--- src/design/pal_pkg.sv ---
// Shared types and constants for the positional array list.
// No dependencies; every other design file imports this package.
`timescale 1ns / 1ps
`default_nettype none

package pal_pkg;

   localparam int CAPACITY_DEF = 128;
   localparam int KIND_W       = 2;
   localparam int POS_W        = 7;
   localparam int VAL_W        = 32;
   localparam int STATUS_W     = 2;
   localparam int COUNT_OUT_W  = 8;

   typedef enum logic [KIND_W-1:0] {
      KIND_READ   = 2'd0,
      KIND_INSERT = 2'd1,
      KIND_APPEND = 2'd2,
      KIND_DELETE = 2'd3
   } kind_type;

   typedef enum logic [STATUS_W-1:0] {
      ST_OK    = 2'd0,
      ST_RANGE = 2'd1,
      ST_FULL  = 2'd2
   } status_type;

   // operation broadcast to every cell in the chain
   typedef struct packed {
      logic ins;
      logic del;
   } cell_op_type;

endpackage

`default_nettype wire

--- src/design/pal_cell.sv ---
// One storage cell of the list chain: holds a single entry and shifts
// toward either neighbor. Depends on pal_pkg.
`timescale 1ns / 1ps
`default_nettype none

module pal_cell
   import pal_pkg::*;
#(
   parameter int CNT_W = 8,
   parameter int INDEX = 0
) (
   input  wire logic                    clock,
   input  wire cell_op_type             op,
   input  wire logic [CNT_W-1:0]        target,
   input  wire logic [VAL_W-1:0]        value,
   input  wire logic [VAL_W-1:0]        lower_data,
   input  wire logic [VAL_W-1:0]        upper_data,
   output logic      [VAL_W-1:0]        data,
   output logic      [VAL_W-1:0]        sel_data
);

   localparam logic [CNT_W-1:0] MY_INDEX = CNT_W'(INDEX);

   logic [VAL_W-1:0] data_ff;
   logic [VAL_W-1:0] data_in;
   logic             hit;
   logic             above;

   assign hit   = (target == MY_INDEX);
   assign above = (MY_INDEX > target);

   always_comb begin
      data_in = data_ff;
      if (op.ins) begin
         // open a gap at the target, push later entries up
         if (hit) begin
            data_in = value;
         end else if (above) begin
            data_in = lower_data;
         end
      end else if (op.del) begin
         // close the gap, pull later entries down
         if (hit || above) begin
            data_in = upper_data;
         end
      end
   end

   always_ff @(posedge clock) begin
      data_ff <= data_in;
   end

   assign data     = data_ff;
   assign sel_data = data_ff & {VAL_W{hit}};

endmodule

`default_nettype wire

--- config.mk ---
export PLATFORM = sky130hd
export DESIGN_NAME = pal_cell
export DESIGN_NICKNAME = d
export VERILOG_FILES = /design/src/design/pal_pkg.sv /design/src/design/pal_cell.sv
export SDC_FILE = /design/constraint.sdc
export NUM_CORES = 1
export LEC_CHECK = 0
export BUFFER_PORTS_ARGS = -buffer_cell sky130_fd_sc_hd__buf_2
export CAP_MARGIN = 0
export CORE_UTILIZATION = 43
export CTS_BUF_LIST = sky130_fd_sc_hd__clkbuf_8
export DETAILED_ROUTE_END_ITERATION = 8
export GPL_TIMING_DRIVEN = 0
export PLACE_DENSITY = 0.85
export SLEW_MARGIN = 0
export SYNTH_ARGS = -nofsm -noshare
export SYNTH_HDL_FRONTEND = slang
export SYNTH_SLANG_ARGS = --single-unit
--- constraint.sdc ---
create_clock -name clock -period 7.83 [get_ports clock]
set_input_delay 0.3915 -clock clock [delete_from_list [all_inputs] [get_ports clock]]
set_output_delay 0.3915 -clock clock [all_outputs]
set_load 0.1 [all_outputs]
==> Yosys cells after proc, flatten, opt, wreduce, memory -nomap -nowiden <==
Cells that the tools add are included.
{ "classes": {"bitwise_logic": 1, "n_reduce_logical": 5, "mux": 5, "order_cmp": 1, "n_eq_ne": 1} }
{ "ops": {"columns": ["op", "count"], "rows": [
  ["2-to-1 mux 32 bit", 5],
  ["bitwise AND 32 bit", 1],
  ["> comparator 1 x 8 -> 1 bit (first input constant)", 1],
  ["logical NOT 8 bit", 1],
  ["nonzero test 2 bit", 2],
  ["inequality test 3 x 1 -> 1 bit (second input constant)", 1],
  ["AND reduction 3 bit", 1],
  ["logical OR 1 bit", 1]
]} }
{ "totals": {"inputBits": 107, "output_inout_bits": 64, "word_cells": 14, "regBits": 32} }

==> Depth between registers and ports, before layout <==
{ "logic_depth": {"word_depth": 5, "mapped_depth": 4, "mapped_depth_nobuf": 3} }

==> Worst setup path before layout <==
Ideal clock, no wire load.
{ "synth_path": {"path_type": "input -> register", "from": "input port target[3]", "to": "register data_ff[0], in the netlist data[0] (enable)", "stages": 3, "path_buffers": 1, "setup_slack_ns": 3.982, "setup_ns": 0.461, "arrival_ns": 3.387, "path_cell_list": "or4_4 > clkbuf_2 > nor3_1"} }
{ "synth_via": {"elab_chain_cells": 4, "elab_cells_between_ends": 6, "cone_classes": "order compare: 1; eq/ne: 1; reduce/logical: 4"} }
{ "synth_lines": {"columns": ["item", "line", "rtl"], "rows": [
  ["start, declared", "pal_cell.sv:14", "input wire logic [CNT_W-1:0] target,"],
  ["> comparator 1 x 8 -> 1 bit or logical NOT 8 bit (tied branches)", "pal_cell.sv:30, pal_cell.sv:29", null],
  ["logical OR 1 bit", "pal_cell.sv:43", "if (hit || above) begin"],
  ["nonzero test 2 bit (no line)", null, null],
  ["AND reduction 3 bit (no line) *", null, null],
  ["end signal, assigned", "pal_cell.sv:50", "data_ff <= data_in;"],
  ["end, declared", "pal_cell.sv:24", "logic [VAL_W-1:0] data_ff;"]
]} }
Every way passes the cells marked *; elsewhere a longest branch is shown, timed or not.
A chain may end at the register's enable or synchronous reset.

==> Worst setup path in the final report <==
{ "layout_path": {"from": "input port target[3]", "to": "output port sel_data[25]"} }
{ "layout_via": {"elab_chain_cells": 2} }
{ "layout_lines": {"columns": ["item", "line", "rtl"], "rows": [
  ["logical NOT 8 bit", "pal_cell.sv:29", "assign hit = (target == MY_INDEX);"],
  ["bitwise AND 32 bit", "pal_cell.sv:54", "assign sel_data = data_ff & {VAL_W{hit}};"],
  ["end, declared", "pal_cell.sv:19", "output logic [VAL_W-1:0] sel_data"]
]} }
Every way passes these cells.

==> qor.txt <==
leak pwr = 1.52 nW
CTS tree = built
Total Wirelength = 6.76 mm
Post-synth EDFFs = 32
MaxCap Viol Count = 0
clock sinks = 32
Critical Path Fanout Max = 10
antenna cells = 0
Post-CTS Setup Bufs = 0
failing checks = DRC
Site Rows = 24
worst hold path class = primary input to register
Clk network pwr share = 37.2%
Synth Flop Type = edfxtp_1
Die W = 70.8 um
Antenna Violating Nets Remaining = 0
fmax = 396 MHz
setup TNS = 0 ns
area leader, netlist = edfxtp_1
remaining global-route overflow = 0
CP peak stage delay = 0.60 ns
most common cell in the netlist = nor2_1
Worst Hold Launch = upper_data[15]
Hold Slack = 0.450 ns
CP top delay family = buffers and inverters
Hold Fails Final Rpt = 0
combinational share of power = 16.7%
Max-slew headroom = 34.4%
Synth top area share = 47.3%
synthesis-to-finish area growth = 51.4%
Required @ worst endpoint = 7.44 ns
Hold EP = data[15]
Max Transition Viols Final = 0
WS Path Type = primary input to output pin
Post-Synthesis Cells = 223
clk buf depth = 2
Final min period = 2.52 ns
Detail Placement HPWL = 5.24 mm
Max VDD drop = 0.0784 mV
die area = 5010 sq um
ys async rst share = 0%
Initial Util = 45.7%
critical-path cell list = buf_2 > nor4_4 > clkbuf_1 > and3_1 > buf_2
Avg Vias per Cell = 5.43
routability cong. = 0.846
Avg Inst Size Synth = 9.12 sq um
nature of the critical path startpoint = primary input
critical path depth in cells = 5
cell mode on critical path = buf_2
synth unique cells = 15
largest cells by area after synthesis = edfxtp_1 (47%), a31oi_1 (9.8%), and3_1 (9.8%), nand3_1 (7.9%), o21ai_1 (7.1%)
Num CTS Buffers = 5
Die Span Y = 70.8 um
hold path depth = 3
setup violators final = 0
Vias = 2465
unrepaired setup endpoints after global routing = false
WL/cell = 14.9 um
buffer and inverter count on the worst path = 3
Flop pwr share = 46.1%
hold_buf cts = 0
Pint = 0.315 mW
CTS Root Cell = clkbuf_8
CP arrival = 2.13 ns
sequential element share of the synthesized area = 47.3%
PD cells = 134 nW/um^2
Pre-antenna DRT Iters = 7
YS warnings = 0
H-tree depth = 2
first-pass GRT wire length = 10.6 mm
Worst Setup End Kind = output pin
Largest register FFs = 32
GRT Util Overall = 26.9%
layout cells sized above 1 = 49.3%
IO Port Bufs = 169
status = finished, violations left
nets = 508
DRC viols = 22
switching share of total power = 23.6%
worst-margin pin slew = 0.978 ns
Yosys reg bits = 32
initial antenna violation count = 0
clk slew on worst S/H paths = 0.07 ns
Max stage delay cell, worst path = nor4_4
Psw = 0.0977 mW
number of global-route vias before repair = 2344
# resized after CTS = 0
Period Utilization, post-route = 32.2%
syn nets = 330
largest net degree at the start of global routing = 13
Post-synth top cells = nor2_1 (33), a31oi_1 (32), and3_1 (32), edfxtp_1 (32), nand3_1 (32)
post-synth design cell area = 2030 sq um
Initial DRC Count = 220
Placeable Area = 4440 sq um
io pins = 171
[routing by layer]
| layer | vias to the layer above | track usage [%] | routed length (um) |
|---|---|---|---|
| li1 | 1204 | - | - |
| met2 | 139 | 49.4 | 3580 |
| met5 | - | 0 | 0 |
| met4 | 0 | 8.22 | 102 |
| met3 | 10 | 4.84 | 475 |
| met1 | 1112 | 32.1 | 2610 |
[worst min-delay path, stage by stage]
cell	delay (ns)
buf_2	0.07
nor2_1	0.03
a31oi_1	0.11
[worst max path at each step]
stage | start | to | slack [ns]
6_report | target[3] | sel_data[25] | 5.31
5_1_grt | target[3] | sel_data[11] | 5.18
4_1_cts | target[3] | sel_data[14] | 5.28
3_5_place_dp | target[3] | data[5] | 5.08
3_3_place_gp | target[3] | data[9] | 2.89
2_1_floorplan | target[3] | data[0] | 3.98
[kinds of logic (layout without fill, tap and decap cells)]
family          count (synthesis)  count (layout)  synth area share, %
simple gates                  102             102                 27.3
compound gates                 64              64                 17.7
flops                          32              32                 47.3
buf+inv                        25             204                 7.75
[layout by cell type (no fill, tap or decap), drive strengths merged]
| cell type | Yosys | routed |
|---|---|---|
| nor2 | 33 | 33 |
| and3 | 32 | 32 |
| nor4 | 2 | 2 |
| a31oi | 32 | 32 |
| or4 | 2 | 2 |
| inv | 0 | 1 |
| nand3 | 32 | 32 |
| bufinv | 0 | 1 |
| buf | 11 | 182 |
| o21ai | 32 | 32 |
| clkbuf | 14 | 19 |
| nor3 | 1 | 1 |
| clkinv | 0 | 1 |
| edfxtp | 32 | 32 |
[through the flow]
stage	setup WS, ns	std cells	total power, mW	utilization, %	cell area [sq um]
2_1_floorplan	3.98	223	0.227	-	2030
3_3_place_gp	2.89	444	0.261	66.2	2940
3_5_place_dp	5.08	446	0.262	66.9	2970
4_1_cts	5.28	454	0.414	69.3	3080
5_1_grt	5.18	454	0.429	69.3	3080
6_report	5.31	454	0.413	69.3	3080
[layout make-up]
class | instances | area [sq um]
Timing Repair Buffer | 171 | 868
Fill cell | 394 | 1370
Clock inverter | 3 | 38.8
Sequential cell | 32 | 961
Multi-Input combinational cell | 166 | 920
Tap cell | 52 | 65.1
Clock buffer | 5 | 68.8
Buffer | 25 | 158
[power by group through the flow]
stage | Clock, mW | Combinational [mW] | Sequential [mW]
floorplan | 0 | 0.0292 | 0.198
global placement | 0 | 0.0662 | 0.194
detailed placement | 0 | 0.0682 | 0.194
CTS | 0.154 | 0.0686 | 0.191
global route | 0.163 | 0.0759 | 0.190
finish | 0.154 | 0.0689 | 0.191
Note: power is estimated with default switching activity, not from simulation.
